===== src/rtl/sexagesimal_angle_time_converter_defines.svh =====
// ----------------------------------------------------------------------------
// Sexagesimal angle/time converter assertion macros
// Immediate-consequence and next-cycle property wrappers, clocked on clk and
// disabled during rst.
// ----------------------------------------------------------------------------
`ifndef SEXAGESIMAL_ANGLE_TIME_CONVERTER_DEFINES_SVH
`define SEXAGESIMAL_ANGLE_TIME_CONVERTER_DEFINES_SVH

// check cons in the same cycle as ante
`define SACT_ASSERT_NOW(label, ante, cons, msg) \
  label: assert property (@(posedge clk) disable iff (rst) (ante) |-> (cons)) \
    else $error(msg);

// check cons in the cycle after ante
`define SACT_ASSERT_NEXT(label, ante, cons, msg) \
  label: assert property (@(posedge clk) disable iff (rst) (ante) |=> (cons)) \
    else $error(msg);

`endif


===== src/rtl/sact_pkg.sv =====
// ----------------------------------------------------------------------------
// sact_pkg
// Codes, constants, per-kind range table and shared types of the
// sexagesimal angle/time converter.
// ----------------------------------------------------------------------------
`default_nettype none

package sact_pkg;

  localparam int NUM_STAGES  = 12;
  localparam int WRAP_FIRST  = 2;
  localparam int WRAP_STAGES = 4;
  localparam int SPLIT_FIRST = 6;
  localparam int SPLIT_STAGES = 5;

  localparam logic OP_PACK   = 1'b0;
  localparam logic OP_UNPACK = 1'b1;

  localparam logic [2:0] KIND_DEC  = 3'd0;
  localparam logic [2:0] KIND_ALT  = 3'd1;
  localparam logic [2:0] KIND_AZM  = 3'd2;
  localparam logic [2:0] KIND_TIME = 3'd3;
  localparam logic [2:0] KIND_RA   = 3'd4;
  localparam logic [2:0] KIND_HA   = 3'd5;

  localparam longint ASEC_HALF = 648000;
  localparam longint ASEC_FULL = 1296000;
  localparam longint MS_DAY    = 86400000;
  localparam longint MS_HALF   = 43200000;

  localparam longint ASEC_PER_DEG = 3600;
  localparam longint BASE60       = 60;
  localparam longint MS_PER_HOUR  = 3600000;
  localparam longint MS_PER_MIN   = 60000;
  localparam longint MS_PER_SEC   = 1000;

  localparam longint DEG_HALF      = 180;
  localparam longint DEG_FULL      = 360;
  localparam longint HOURS_PER_DAY = 24;

  localparam longint TWO_POW_31 = longint'(1) << 31;
  localparam longint TWO_POW_32 = longint'(1) << 32;

  // floor(2^32 / period): quotient estimate is exact or one low
  localparam logic [11:0] RCP_ASEC = 12'(TWO_POW_32 / ASEC_FULL);
  localparam logic [11:0] RCP_MS   = 12'(TWO_POW_32 / MS_DAY);

  // (2^31 + (lo mod period)) mod period, undoes the input bias
  localparam logic [26:0] OFS_DEC  = 27'((TWO_POW_31 + ASEC_HALF) % ASEC_FULL);
  localparam logic [26:0] OFS_AZM  = 27'(TWO_POW_31 % ASEC_FULL);
  localparam logic [26:0] OFS_TIME = 27'(TWO_POW_31 % MS_DAY);
  localparam logic [26:0] OFS_HA   = 27'((TWO_POW_31 + MS_HALF) % MS_DAY);

  // exact reciprocal multipliers over the value ranges used
  localparam int          SHIFT_1000 = 37;
  localparam logic [27:0] MAGIC_1000 =
    28'(((longint'(1) << SHIFT_1000) + MS_PER_SEC - 1) / MS_PER_SEC);
  localparam int          SHIFT_60   = 27;
  localparam logic [21:0] MAGIC_60   =
    22'(((longint'(1) << SHIFT_60) + BASE60 - 1) / BASE60);

  typedef struct packed {
    logic              known;
    logic              timek;
    logic signed [27:0] lo;
    logic signed [27:0] hi;
    logic [26:0]       period;
    logic [11:0]       rcp;
    logic [26:0]       ofs;
    logic [8:0]        modv;
  } kind_info_t;

  typedef struct packed {
    logic       op;
    logic [2:0] kind;
  } tag_t;

  typedef struct packed {
    logic               neg;
    logic [8:0]         major;
    logic [5:0]         minute;
    logic [5:0]         second;
    logic [9:0]         milli;
    logic signed [27:0] total;
  } split_t;

  function automatic kind_info_t kind_info(input logic [2:0] kind_code);
    kind_info_t ki;
    ki = '0;
    unique case (kind_code) inside
      KIND_DEC, KIND_ALT: begin
        ki.known  = 1'b1;
        ki.timek  = 1'b0;
        ki.lo     = -28'(ASEC_HALF);
        ki.hi     = 28'(ASEC_HALF);
        ki.period = 27'(ASEC_FULL);
        ki.rcp    = RCP_ASEC;
        ki.ofs    = OFS_DEC;
        ki.modv   = 9'(DEG_HALF);
      end
      KIND_AZM: begin
        ki.known  = 1'b1;
        ki.timek  = 1'b0;
        ki.lo     = '0;
        ki.hi     = 28'(ASEC_FULL);
        ki.period = 27'(ASEC_FULL);
        ki.rcp    = RCP_ASEC;
        ki.ofs    = OFS_AZM;
        ki.modv   = 9'(DEG_FULL);
      end
      KIND_TIME, KIND_RA: begin
        ki.known  = 1'b1;
        ki.timek  = 1'b1;
        ki.lo     = '0;
        ki.hi     = 28'(MS_DAY);
        ki.period = 27'(MS_DAY);
        ki.rcp    = RCP_MS;
        ki.ofs    = OFS_TIME;
        ki.modv   = 9'(HOURS_PER_DAY);
      end
      KIND_HA: begin
        ki.known  = 1'b1;
        ki.timek  = 1'b1;
        ki.lo     = -28'(MS_HALF);
        ki.hi     = 28'(MS_HALF);
        ki.period = 27'(MS_DAY);
        ki.rcp    = RCP_MS;
        ki.ofs    = OFS_HA;
        ki.modv   = 9'(HOURS_PER_DAY);
      end
      default: begin
        ki = '0;
      end
    endcase
    return ki;
  endfunction

endpackage

`default_nettype wire


===== src/rtl/sact_pack.sv =====
// ----------------------------------------------------------------------------
// sact_pack
// Weighted sum of the sexagesimal parts (arcseconds or milliseconds), or the
// raw total for an unpack request.
// ----------------------------------------------------------------------------
`default_nettype none

module sact_pack
  import sact_pkg::*;
(
  input  logic               opcode,
  input  logic [2:0]         kind,
  input  logic signed [9:0]  major_part,
  input  logic signed [7:0]  minute_part,
  input  logic signed [7:0]  second_part,
  input  logic signed [10:0] milli_part,
  input  logic signed [31:0] total_in,
  output logic signed [31:0] total
);

  kind_info_t         ki;
  logic signed [31:0] maj_w;
  logic signed [31:0] min_w;
  logic signed [31:0] sec_w;
  logic signed [31:0] ms_w;
  logic signed [31:0] ang_sum;
  logic signed [31:0] tim_sum;

  assign ki    = kind_info(kind);
  assign maj_w = 32'(major_part);
  assign min_w = 32'(minute_part);
  assign sec_w = 32'(second_part);
  assign ms_w  = 32'(milli_part);

  assign ang_sum = maj_w * 32'(ASEC_PER_DEG) + min_w * 32'(BASE60) + sec_w;
  assign tim_sum = maj_w * 32'(MS_PER_HOUR) + min_w * 32'(MS_PER_MIN)
                 + sec_w * 32'(MS_PER_SEC) + ms_w;

  assign total = (opcode == OP_UNPACK) ? total_in : (ki.timek ? tim_sum : ang_sum);

endmodule

`default_nettype wire


===== src/rtl/sact_wrap.sv =====
// ----------------------------------------------------------------------------
// sact_wrap
// Four-stage range wrap: biased total, reciprocal quotient estimate,
// quotient times period, corrected remainder, then rebased onto the kind's
// inclusive range.
// ----------------------------------------------------------------------------
`default_nettype none

module sact_wrap
  import sact_pkg::*;
(
  input  logic                   clk,
  input  logic [WRAP_STAGES-1:0] en,
  input  tag_t                   tags [NUM_STAGES],
  input  logic signed [31:0]     total,
  output logic signed [27:0]     wrapped
);

  kind_info_t ki1;
  kind_info_t ki2;
  kind_info_t ki3;
  kind_info_t ki4;

  logic [31:0] u_in;
  logic [43:0] est_prod;
  logic        ge_in;
  logic [31:0] u_q2;
  logic [11:0] quo_q2;
  logic        ge_q2;

  logic [38:0] back_prod;
  logic [31:0] u_q3;
  logic [31:0] pq_q3;
  logic        ge_q3;

  logic [31:0] diff;
  logic [27:0] rem_raw;
  logic [27:0] rem_fix;
  logic [26:0] rem_q4;
  logic        ge_q4;

  logic [26:0]        delta;
  logic signed [27:0] cand;

  assign ki1 = kind_info(tags[WRAP_FIRST - 1].kind);
  assign ki2 = kind_info(tags[WRAP_FIRST].kind);
  assign ki3 = kind_info(tags[WRAP_FIRST + 1].kind);
  assign ki4 = kind_info(tags[WRAP_FIRST + 2].kind);

  assign u_in     = {~total[31], total[30:0]};
  assign est_prod = 44'(u_in) * 44'(ki1.rcp);
  assign ge_in    = total >= 32'(ki1.hi);

  always_ff @(posedge clk) begin
    if (en[0]) begin
      u_q2   <= u_in;
      quo_q2 <= est_prod[43:32];
      ge_q2  <= ge_in;
    end
  end

  assign back_prod = 39'(quo_q2) * 39'(ki2.period);

  always_ff @(posedge clk) begin
    if (en[1]) begin
      u_q3  <= u_q2;
      pq_q3 <= back_prod[31:0];
      ge_q3 <= ge_q2;
    end
  end

  assign diff    = u_q3 - pq_q3;
  assign rem_raw = diff[27:0];
  assign rem_fix = (rem_raw >= 28'(ki3.period)) ? rem_raw - 28'(ki3.period) : rem_raw;

  always_ff @(posedge clk) begin
    if (en[2]) begin
      rem_q4 <= rem_fix[26:0];
      ge_q4  <= ge_q3;
    end
  end

  assign delta = (rem_q4 >= ki4.ofs) ? rem_q4 - ki4.ofs : rem_q4 + ki4.period - ki4.ofs;
  assign cand  = ki4.lo + signed'({1'b0, delta});

  always_ff @(posedge clk) begin
    if (en[3]) begin
      wrapped <= (ge_q4 && (delta == '0)) ? ki4.hi : cand;
    end
  end

endmodule

`default_nettype wire


===== src/rtl/sact_split.sv =====
// ----------------------------------------------------------------------------
// sact_split
// Five-stage sexagesimal split of a wrapped total: magnitude and sign, then
// one constant-reciprocal division per stage with the remainder formed one
// stage later.
// ----------------------------------------------------------------------------
`default_nettype none

module sact_split
  import sact_pkg::*;
(
  input  logic                    clk,
  input  logic [SPLIT_STAGES-1:0] en,
  input  tag_t                    tags [NUM_STAGES],
  input  logic signed [27:0]      wrapped,
  output split_t                  parts
);

  localparam int ABS_W = 27;
  localparam int Q1_W  = 17;
  localparam int Q2_W  = 11;
  localparam int Q3_W  = 5;

  kind_info_t ki6;
  kind_info_t ki7;
  kind_info_t ki9;

  logic timek6;
  logic timek7;
  logic timek9;

  logic               neg_q6;
  logic [ABS_W-1:0]   abs_q6;
  logic signed [27:0] tot_q6;

  logic [54:0]        prod_ms;
  logic [48:0]        prod_as;
  logic               neg_q7;
  logic [Q1_W-1:0]    q1_q7;
  logic [9:0]         abs_lo_q7;
  logic signed [27:0] tot_q7;

  logic [9:0]         div1;
  logic [38:0]        prod_q2;
  logic               neg_q8;
  logic [9:0]         rem0_q8;
  logic [Q2_W-1:0]    q2_q8;
  logic [5:0]         q1_lo_q8;
  logic signed [27:0] tot_q8;

  logic [32:0]        prod_q3;
  logic               neg_q9;
  logic [9:0]         rem0_q9;
  logic [5:0]         rem1_q9;
  logic [Q2_W-1:0]    q2_q9;
  logic [Q3_W-1:0]    q3_q9;
  logic signed [27:0] tot_q9;

  logic [5:0]         rem2;

  assign ki6    = kind_info(tags[SPLIT_FIRST].kind);
  assign ki7    = kind_info(tags[SPLIT_FIRST + 1].kind);
  assign ki9    = kind_info(tags[SPLIT_FIRST + 3].kind);
  assign timek6 = ki6.timek;
  assign timek7 = ki7.timek;
  assign timek9 = ki9.timek;

  always_ff @(posedge clk) begin
    if (en[0]) begin
      neg_q6 <= wrapped[27];
      abs_q6 <= wrapped[27] ? ABS_W'(-wrapped) : wrapped[ABS_W-1:0];
      tot_q6 <= wrapped;
    end
  end

  assign prod_ms = 55'(abs_q6) * 55'(MAGIC_1000);
  assign prod_as = 49'(abs_q6) * 49'(MAGIC_60);

  always_ff @(posedge clk) begin
    if (en[1]) begin
      neg_q7    <= neg_q6;
      q1_q7     <= timek6 ? prod_ms[SHIFT_1000 +: Q1_W] : prod_as[SHIFT_60 +: Q1_W];
      abs_lo_q7 <= abs_q6[9:0];
      tot_q7    <= tot_q6;
    end
  end

  assign div1    = timek7 ? 10'(MS_PER_SEC) : 10'(BASE60);
  assign prod_q2 = 39'(q1_q7) * 39'(MAGIC_60);

  always_ff @(posedge clk) begin
    if (en[2]) begin
      neg_q8   <= neg_q7;
      rem0_q8  <= abs_lo_q7 - 10'(10'(q1_q7) * div1);
      q2_q8    <= prod_q2[SHIFT_60 +: Q2_W];
      q1_lo_q8 <= q1_q7[5:0];
      tot_q8   <= tot_q7;
    end
  end

  assign prod_q3 = 33'(q2_q8) * 33'(MAGIC_60);

  always_ff @(posedge clk) begin
    if (en[3]) begin
      neg_q9  <= neg_q8;
      rem0_q9 <= rem0_q8;
      rem1_q9 <= q1_lo_q8 - 6'(q2_q8[5:0] * 6'(BASE60));
      q2_q9   <= q2_q8;
      q3_q9   <= prod_q3[SHIFT_60 +: Q3_W];
      tot_q9  <= tot_q8;
    end
  end

  assign rem2 = q2_q9[5:0] - 6'(6'(q3_q9) * 6'(BASE60));

  always_ff @(posedge clk) begin
    if (en[4]) begin
      parts.neg    <= neg_q9;
      parts.major  <= timek9 ? 9'(q3_q9) : q2_q9[8:0];
      parts.minute <= timek9 ? rem2 : rem1_q9;
      parts.second <= timek9 ? rem1_q9 : rem0_q9[5:0];
      parts.milli  <= timek9 ? rem0_q9 : '0;
      parts.total  <= tot_q9;
    end
  end

endmodule

`default_nettype wire


===== src/rtl/sexagesimal_angle_time_converter.sv =====
// ----------------------------------------------------------------------------
// sexagesimal_angle_time_converter
// Converts between degrees/hours, minutes, seconds and milliseconds and a
// single arcsecond or millisecond total, in either direction, with the total
// wrapped into the range of the selected kind (both bounds inclusive).
// The block is a twelve-stage pipeline that takes one request per clock when
// the result side does not stall. Most of its stages belong to the range wrap
// (a reciprocal quotient estimate, its back-multiplication and two correction
// stages) and the digit split (one constant-reciprocal division per stage).
// Empty stages close up under a stall, so requests keep entering until every
// stage holds one. Unused kind codes give an all-zero result.
// ----------------------------------------------------------------------------
`default_nettype none

`include "sexagesimal_angle_time_converter_defines.svh"

module sexagesimal_angle_time_converter
  import sact_pkg::*;
(
  input  logic               clk,
  input  logic               rst,
  input  logic               req_valid,
  output logic               req_stall,
  input  logic               opcode,
  input  logic [2:0]         kind,
  input  logic signed [9:0]  major_part,
  input  logic signed [7:0]  minute_part,
  input  logic signed [7:0]  second_part,
  input  logic signed [10:0] milli_part,
  input  logic signed [31:0] total_in,
  output logic               res_valid,
  input  logic               res_stall,
  output logic signed [27:0] total_out,
  output logic signed [9:0]  major_out,
  output logic signed [6:0]  minute_out,
  output logic signed [6:0]  second_out,
  output logic signed [10:0] milli_out
);

  logic [NUM_STAGES-1:0] valid_q;
  logic [NUM_STAGES-1:0] en;
  tag_t                  tag_q [NUM_STAGES];

  logic signed [9:0]  major_q;
  logic signed [7:0]  minute_q;
  logic signed [7:0]  second_q;
  logic signed [10:0] milli_q;
  logic signed [31:0] total_q;

  logic signed [31:0] sum;
  logic signed [31:0] sum_q;
  logic signed [27:0] wrapped;
  split_t             parts;

  kind_info_t         ki_last;
  logic [8:0]         major_red;
  logic signed [9:0]  major_mag;
  logic signed [6:0]  minute_mag;
  logic signed [6:0]  second_mag;
  logic signed [10:0] milli_mag;
  logic               do_pack;
  logic               do_unpack;

  // advance a stage when it is empty or its successor advances
  always_comb begin
    en[NUM_STAGES-1] = !valid_q[NUM_STAGES-1] || !res_stall;
    for (int i = NUM_STAGES - 2; i >= 0; i--) begin
      en[i] = !valid_q[i] || en[i+1];
    end
  end

  assign req_stall = !en[0];
  assign res_valid = valid_q[NUM_STAGES-1];

  always_ff @(posedge clk) begin
    if (rst) begin
      valid_q <= '0;
    end else begin
      if (en[0]) begin
        valid_q[0] <= req_valid;
      end
      for (int i = 1; i < NUM_STAGES; i++) begin
        if (en[i]) begin
          valid_q[i] <= valid_q[i-1];
        end
      end
    end
  end

  always_ff @(posedge clk) begin
    if (en[0]) begin
      tag_q[0].op   <= opcode;
      tag_q[0].kind <= kind;
    end
    for (int i = 1; i < NUM_STAGES; i++) begin
      if (en[i]) begin
        tag_q[i] <= tag_q[i-1];
      end
    end
  end

  always_ff @(posedge clk) begin
    if (en[0]) begin
      major_q  <= major_part;
      minute_q <= minute_part;
      second_q <= second_part;
      milli_q  <= milli_part;
      total_q  <= total_in;
    end
  end

  sact_pack u_pack (
    .opcode      (tag_q[0].op),
    .kind        (tag_q[0].kind),
    .major_part  (major_q),
    .minute_part (minute_q),
    .second_part (second_q),
    .milli_part  (milli_q),
    .total_in    (total_q),
    .total       (sum)
  );

  always_ff @(posedge clk) begin
    if (en[1]) begin
      sum_q <= sum;
    end
  end

  sact_wrap u_wrap (
    .clk     (clk),
    .en      (en[WRAP_FIRST +: WRAP_STAGES]),
    .tags    (tag_q),
    .total   (sum_q),
    .wrapped (wrapped)
  );

  sact_split u_split (
    .clk     (clk),
    .en      (en[SPLIT_FIRST +: SPLIT_STAGES]),
    .tags    (tag_q),
    .wrapped (wrapped),
    .parts   (parts)
  );

  assign ki_last    = kind_info(tag_q[NUM_STAGES-2].kind);
  assign do_pack    = ki_last.known && (tag_q[NUM_STAGES-2].op == OP_PACK);
  assign do_unpack  = ki_last.known && (tag_q[NUM_STAGES-2].op == OP_UNPACK);
  assign major_red  = (parts.major >= ki_last.modv) ? parts.major - ki_last.modv : parts.major;
  assign major_mag  = signed'({1'b0, major_red});
  assign minute_mag = signed'({1'b0, parts.minute});
  assign second_mag = signed'({1'b0, parts.second});
  assign milli_mag  = signed'({1'b0, parts.milli});

  always_ff @(posedge clk) begin
    if (en[NUM_STAGES-1]) begin
      total_out  <= do_pack ? parts.total : '0;
      major_out  <= !do_unpack ? '0 : (parts.neg ? -major_mag : major_mag);
      minute_out <= !do_unpack ? '0 : (parts.neg ? -minute_mag : minute_mag);
      second_out <= !do_unpack ? '0 : (parts.neg ? -second_mag : second_mag);
      milli_out  <= !do_unpack ? '0 : (parts.neg ? -milli_mag : milli_mag);
    end
  end

  `SACT_ASSERT_NOW(a_stall_only_when_full,
    req_stall,
    valid_q[0] && valid_q[NUM_STAGES-1] && res_stall,
    "request stalled while the pipeline can still move")

  `SACT_ASSERT_NEXT(a_result_drains,
    res_valid && !res_stall && !valid_q[NUM_STAGES-2],
    !res_valid,
    "result valid without a request behind it")

  `SACT_ASSERT_NOW(a_pack_parts_zero,
    res_valid && (tag_q[NUM_STAGES-1].op == OP_PACK),
    (major_out == '0) && (minute_out == '0) && (second_out == '0) && (milli_out == '0),
    "pack result carries nonzero parts")

  `SACT_ASSERT_NOW(a_unpack_total_zero,
    res_valid && (tag_q[NUM_STAGES-1].op == OP_UNPACK),
    total_out == '0,
    "unpack result carries a nonzero total")

  `SACT_ASSERT_NOW(a_unused_kind_zero,
    res_valid && (tag_q[NUM_STAGES-1].kind > KIND_HA),
    (total_out == '0) && (major_out == '0) && (minute_out == '0) && (second_out == '0),
    "unused kind code gives a nonzero result")

endmodule

`default_nettype wire

===== config.mk =====
export PLATFORM = sky130hd
export DESIGN_NAME = sexagesimal_angle_time_converter
export DESIGN_NICKNAME = d
export VERILOG_FILES = /design/src/rtl/sact_pkg.sv /design/src/rtl/sact_pack.sv /design/src/rtl/sact_wrap.sv /design/src/rtl/sact_split.sv /design/src/rtl/sexagesimal_angle_time_converter.sv
export VERILOG_INCLUDE_DIRS = /design/src /design/src/rtl
export SDC_FILE = /design/constraint.sdc
export NUM_CORES = 2
export LEC_CHECK = 0
export ABC_AREA = 1
export BUFFER_PORTS_ARGS = -buffer_cell sky130_fd_sc_hd__buf_4
export CAP_MARGIN = 20
export CELL_PAD_IN_SITES_DETAIL_PLACEMENT = 1
export CELL_PAD_IN_SITES_GLOBAL_PLACEMENT = 2
export CORE_UTILIZATION = 35
export CTS_BUF_LIST = sky130_fd_sc_hd__clkbuf_2 sky130_fd_sc_hd__clkbuf_4 sky130_fd_sc_hd__clkbuf_8
export CTS_CLUSTER_DIAMETER = 30
export DETAILED_ROUTE_END_ITERATION = 16
export PLACE_DENSITY = 0.7
export SETUP_SLACK_MARGIN = 0.3
export SLEW_MARGIN = 0
export SYNTH_ARGS = -nofsm -noshare
export SYNTH_HDL_FRONTEND = slang
export SYNTH_SLANG_ARGS = --single-unit
export TNS_END_PERCENT = 1

===== constraint.sdc =====
create_clock -name clk -period 18.45 [get_ports clk]
set_input_delay 0.9225 -clock clk [delete_from_list [all_inputs] [get_ports clk]]
set_output_delay 0.9225 -clock clk [all_outputs]
set_load 0.1 [all_outputs]

* Word level (Yosys, flattened, before mapping) *
Cells that the tools add are included.
W data, S select, Z words.

storage, ports and cells
  output and inout port bits = 65
  bits in registers = 661
  input port bits = 77

cells by class
  equality and inequality tests = 45
  multiply operators = 14
  bitwise gates (word level) = 2
  add/subtract/negate cells = 20
  reductions and logical operators = 58
  muxes and demuxes = 25
  $lt $le $gt $ge = 4

operators by type and width
  kind                      count
  $pmux W132 S4             4
  $pmux W75 S4              2
  $pmux W133 S4             1
  $pmux W131 S4             1
  $pmux W102 S4             1
  $add A32 B32 Y32          3
  $mux W27                  3
  $sub A27 B27 Y27          3
  $mux W32                  2
  $eq A3 B2 Y1 const B      18
  $eq A3 B3 Y1 const B      18
  $mul A27 B27 Y53 const B  1
  $mul A27 B22 Y44 const B  1
  $mul A32 B12 Y44          1
  $mul A17 B22 Y38 const B  1
  $reduce_or A2 Y1          18
  $add A32 B11 Y32          1
  $add A32 B8 Y32           1
  $ge A32 B28 Y1            1
  $mul A11 B22 Y32 const B  1
  $add A28 B28 Y28          1
  $ge A28 B27 Y1            1
  $mul A12 B27 Y28          1
  $mux W28                  1
  other kinds (32)          82

* Longest topological paths before layout *
  word-level depth = 14
  depth in mapped cells = 35
  depth with buffers taken out = 35

* Modules after synthesis *
A second synthesis with hierarchy kept.

second synthesis, totals
  cell total of the unflattened synthesis = 9549
  area, all modules = 82887.0 um^2

by module, submodules not included
  module                            times used  area an instance (um^2)  cells an instance
  sact_split                        1           35977.0                  3941
  sact_wrap                         1           25190.4                  3282
  sact_pack                         1           13282.7                  1725
  sexagesimal_angle_time_converter  1           8436.8                   601

* Least setup slack after synthesis *
OpenSTA, ideal clock, no wires.

  path type = input to output
  from = input port res_stall
  to = output port req_stall
  setup slack = 3.523 ns
  path buffers = 0
  arrival time = 14.004 ns
  stages = 18
  cell sequence = nand2_1 nor2_1 inv_1 nor2_1 inv_1 nor2_1 inv_1 nor2_1 inv_1 nor2_1 inv_1 nor2_1 nand2_1 nor2_1 nand2_1 nor2_1 nand2_1 inv_1

on the way
  cells in the longest elaborated chain, start to end = 14

ends and longest elaborated chain
  what                              RTL line                                text
  start: declaration                sexagesimal_angle_time_converter.sv:32  input logic res_stall,
  $logic_not A1 Y1                  sexagesimal_angle_time_converter.sv:66  en[NUM_STAGES-1] = !valid_q[NUM_STAGES-1] || !res_stall;
  $logic_or A1 B1 Y1                sexagesimal_angle_time_converter.sv:66
  $logic_or A1 B1 Y1                sexagesimal_angle_time_converter.sv:68  en[i] = !valid_q[i] || en[i+1];
  named net en[10]                  sexagesimal_angle_time_converter.sv:41  logic [NUM_STAGES-1:0] en;
  $logic_or A1 B1 Y1                sexagesimal_angle_time_converter.sv:68
  named net en[9]                   sexagesimal_angle_time_converter.sv:41
  $logic_or A1 B1 Y1                sexagesimal_angle_time_converter.sv:68
  named net en[8]                   sexagesimal_angle_time_converter.sv:41
  [1 not listed]                    n/a
  named net en[7]                   sexagesimal_angle_time_converter.sv:41
  $logic_or A1 B1 Y1                sexagesimal_angle_time_converter.sv:68
  named net en[6]                   sexagesimal_angle_time_converter.sv:41
  $logic_or A1 B1 Y1 (2 in series)  sexagesimal_angle_time_converter.sv:68
  named net en[4]                   sexagesimal_angle_time_converter.sv:41
  $logic_or A1 B1 Y1 (2 in series)  sexagesimal_angle_time_converter.sv:68
  named net en[2]                   sexagesimal_angle_time_converter.sv:41
  $logic_or A1 B1 Y1 (2 in series)  sexagesimal_angle_time_converter.sv:68
  $logic_not A1 Y1                  sexagesimal_angle_time_converter.sv:72  assign req_stall = !en[0];
  end: declaration                  sexagesimal_angle_time_converter.sv:23  output logic req_stall,

The timed path passes the listed nets, and every way through them passes these cells.

* Worst setup path in the final report *
  from = register major_q[2]
  to = register sum_q[28], data pin

on the way
  cells in the longest elaborated chain, start to end = 6

ends and longest elaborated chain
  what                      RTL line                                 text
  start: declaration        sexagesimal_angle_time_converter.sv:44   logic signed [9:0] major_q;
  start signal: assignment  sexagesimal_angle_time_converter.sv:104  major_q <= major_part;
  $mul A10 B16 Y25          sact_pack.sv:36                          assign tim_sum = maj_w * 32'(MS_PER_HOUR) + min_w * 32'(MS_PER_MIN)
  $add A32 B32 Y32          sact_pack.sv:36
  $add A32 B32 Y32          sact_pack.sv:37                          + sec_w * 32'(MS_PER_SEC) + ms_w;
  $add A32 B11 Y32          sact_pack.sv:37
  $mux W32 * (2 in series)  sact_pack.sv:39                          assign total = (opcode == OP_UNPACK) ? total_in : (ki.timek ? tim_sum : ang_sum);
  named net sum[28]         sexagesimal_angle_time_converter.sv:50   logic signed [31:0] sum;
  end signal: assignment    sexagesimal_angle_time_converter.sv:125  sum_q <= sum;
  end: declaration          sexagesimal_angle_time_converter.sv:51   logic signed [31:0] sum_q;

The timed path passes the listed nets; every way through them passes the cells marked *.
A chain may end at the register's enable or synchronous reset.

==> reports/qor.yml <==
area_growth_pct: 10.8
critPathSlowestCell: "fa_1"
grt_util_all_layers_pct: 22.2
grt_max_degree: 66
antenna_found_initial: 3
place_hpwl_um: 216000
wirelength_um: 247000
netlist_area_sq_um: 79600
clockBufferDepth: 3
yosys.cell_types.count: 62
cp_num_cells: 29
crit_end: "sum_q[28]"
cts-root-buf: "clkbuf_8"
cts_setup_buffers: 0
grt_overflow: 0
die_w_um: 479
slew_violations: 0
r2r_cells: 29
cts_num_sinks: 647
fin_cells: 12200
viasPerCell: 4.85
status: "finished, final reports clean"
clock_skew_ns: 0.0621
critPathTopFamily: "adder cells"
crit_required_ns: 19.07
synthCells: 8744
cts_tree: "built"
grt_first_pass_wirelength_um: 390000
rows: 174
max_slew.worst_pin.slew_ns: 0.979
rsz0062_at_grt: "no"
core_sq_um: 225000
dr.pass1.iters: 5
insertion_delay_ns: 0.92
synth_fp_nets: 11000
pin_count: 142
vias: 59000
final_common_cell: "inv_1"
critPathMaxStageDelay_ns: 0.60
hold_violations: 0
die_y_um: 479
fillers: 26400
dieArea_sq_um: 229000
cts_resized: 0
synth_area_per_cell_sq_um: 9.10
gp_routability_congestion: 0.878
fin_crit_ns: 8.32
setup_tns_ns: 0
setup_viol: 0
post-place-cells: 11900
numCtsBuffers: 159
final_cell_mix: "2143 x inv_1, 1324 x ha_1, 1213 x nand2_1"
synth_edf_count: 635
io_buffers: 141
synth_seq_cells: 647
drc: 0
timing.rr.start: "major_q[2]"
start_util_pct: 35.3
crit_fanout: 7
synthFlopType: "edfxtp_1"
wl_per_cell_um: 20.3
drt_iter0_markers: 2261
clk_pin_slew_ns: 0.06
timing.fmax_mhz: 120
startpoint: "major_q[2]"
crit_type: "flop to flop"
relSlewSlack_pct: 34.7
hold_class: "input pin to flop"
nets: 11300
antenna_left: 0
cp_common_cell: "fa_1"
endpoint_kind: "flop"
drive_gt1_share_pct: 5.81
htreeDepth: 4
min_period_over_period_pct: 45.1
postCtsHoldBufs: 0
synth.yosys.warnings: 0
crit_arrival_ns: 8.94
async_flop_share_pct: 0
r2r_setup_slack_ns: 10.13
crit_buf_inv: 5
grt_pass1_vias: 66400
max-cap-violations: 0
cp-start-kind: "flop"
yosysSeqAreaShare_pct: 24.3
r2r-end: "sum_q[28]"
[cells in the mapped netlist (all sizes together) (20+ instances only)]
cell	number	area [sq um]
o21ai	303	1530
nand3b	20	150
a21o	23	173
o21bai	31	233
a21oi	493	2480
nor4	28	175
nand4	115	719
a31oi	42	263
clkbuf	47	176
o21a	30	225
xor2	165	1450
nor3	95	492
ha	1324	16600
nand2	1226	4650
edfxtp	635	19100
o211ai	20	150
nor2	651	2460
fa	855	17100
inv	2157	8100
xnor2	119	1040
nand3	230	1180
[cells by family after synthesis]
kind of cell	share of synthesized area, %
XOR/XNOR	3.13
flip-flops	24.3
buffers and inverters	10.5
AO/OA/AOI/OAI	7.18
AND/OR/NAND/NOR	12.6
adder cells (fa/ha/maj)	42.3
[stage by stage]
step	setup slack (ns)	cell area, sq um	hold WS, ns	util (%)
after floorplan	3.52	79600	0.400	-
after global placement	10.19	84500	0.401	37.5
after detailed placement	10.14	84500	0.405	37.5
after CTS	10.12	88100	0.0877	39.1
after global routing	9.51	88100	0.123	39.1
final	10.13	88200	0.193	39.1
[state kept, by name, summed over array words and instances, names as in the netlist, 17 cells and up]
signal and count:
u_split.parts 59, tag_q 44, sum_q 32, total_q 32, total_out 28, u_split.tot_q6 28, u_split.tot_q7 28, u_split.tot_q8 28
u_split.tot_q9 28, u_wrap.u_q2 28, u_wrap.u_q3 28, u_wrap.wrapped 28, u_wrap.rem_q4 27, u_split.abs_q6 26, u_wrap.pq_q3 21, u_split.q1_q7 17
[layout make-up]
cell class                 instances  area [sq um]  area share (%)
multi-input combinational       5877         51900            58.9
sequential                       647         19300            21.9
inverter                        2160          8110            9.20
tap                             2992          3740            4.25
clock buffer                     188          2420            2.74
timing repair buffer             191          1470            1.67
clock inverter                   105          1190            1.35
antenna                            4          10.0          0.0114
[worst min path at each step]
stage                     depth (start not counted)                from                 end
after detailed placement                          0  u_split.rem0_q8[2]  u_split.rem0_q9[2]
after global routing                              1        total_in[21]         total_q[21]
final                                             1        total_in[18]         total_q[18]
after CTS                                         1      minute_part[1]         minute_q[1]
after global placement                            0  u_split.tot_q7[16]  u_split.tot_q8[16]
after floorplan                                   0           tag_q[14]           tag_q[10]
[routing by layer]
layer / routed length [um] / global-route usage, % / share of wire, % / vias to the layer above
met2: 122000 / 39.1 / 49 / 712
li1: - / - / - / 28700
met5: 212 / 0 / 0.086 / -
met3: 5930 / 2.31 / 2.4 / 255
met1: 113000 / 29.0 / 46 / 29300
met4: 5480 / 5.34 / 2.2 / 2
Power is not shown: default switching activity piles up to over one toggle a cycle in this logic, so the estimate is an artifact.
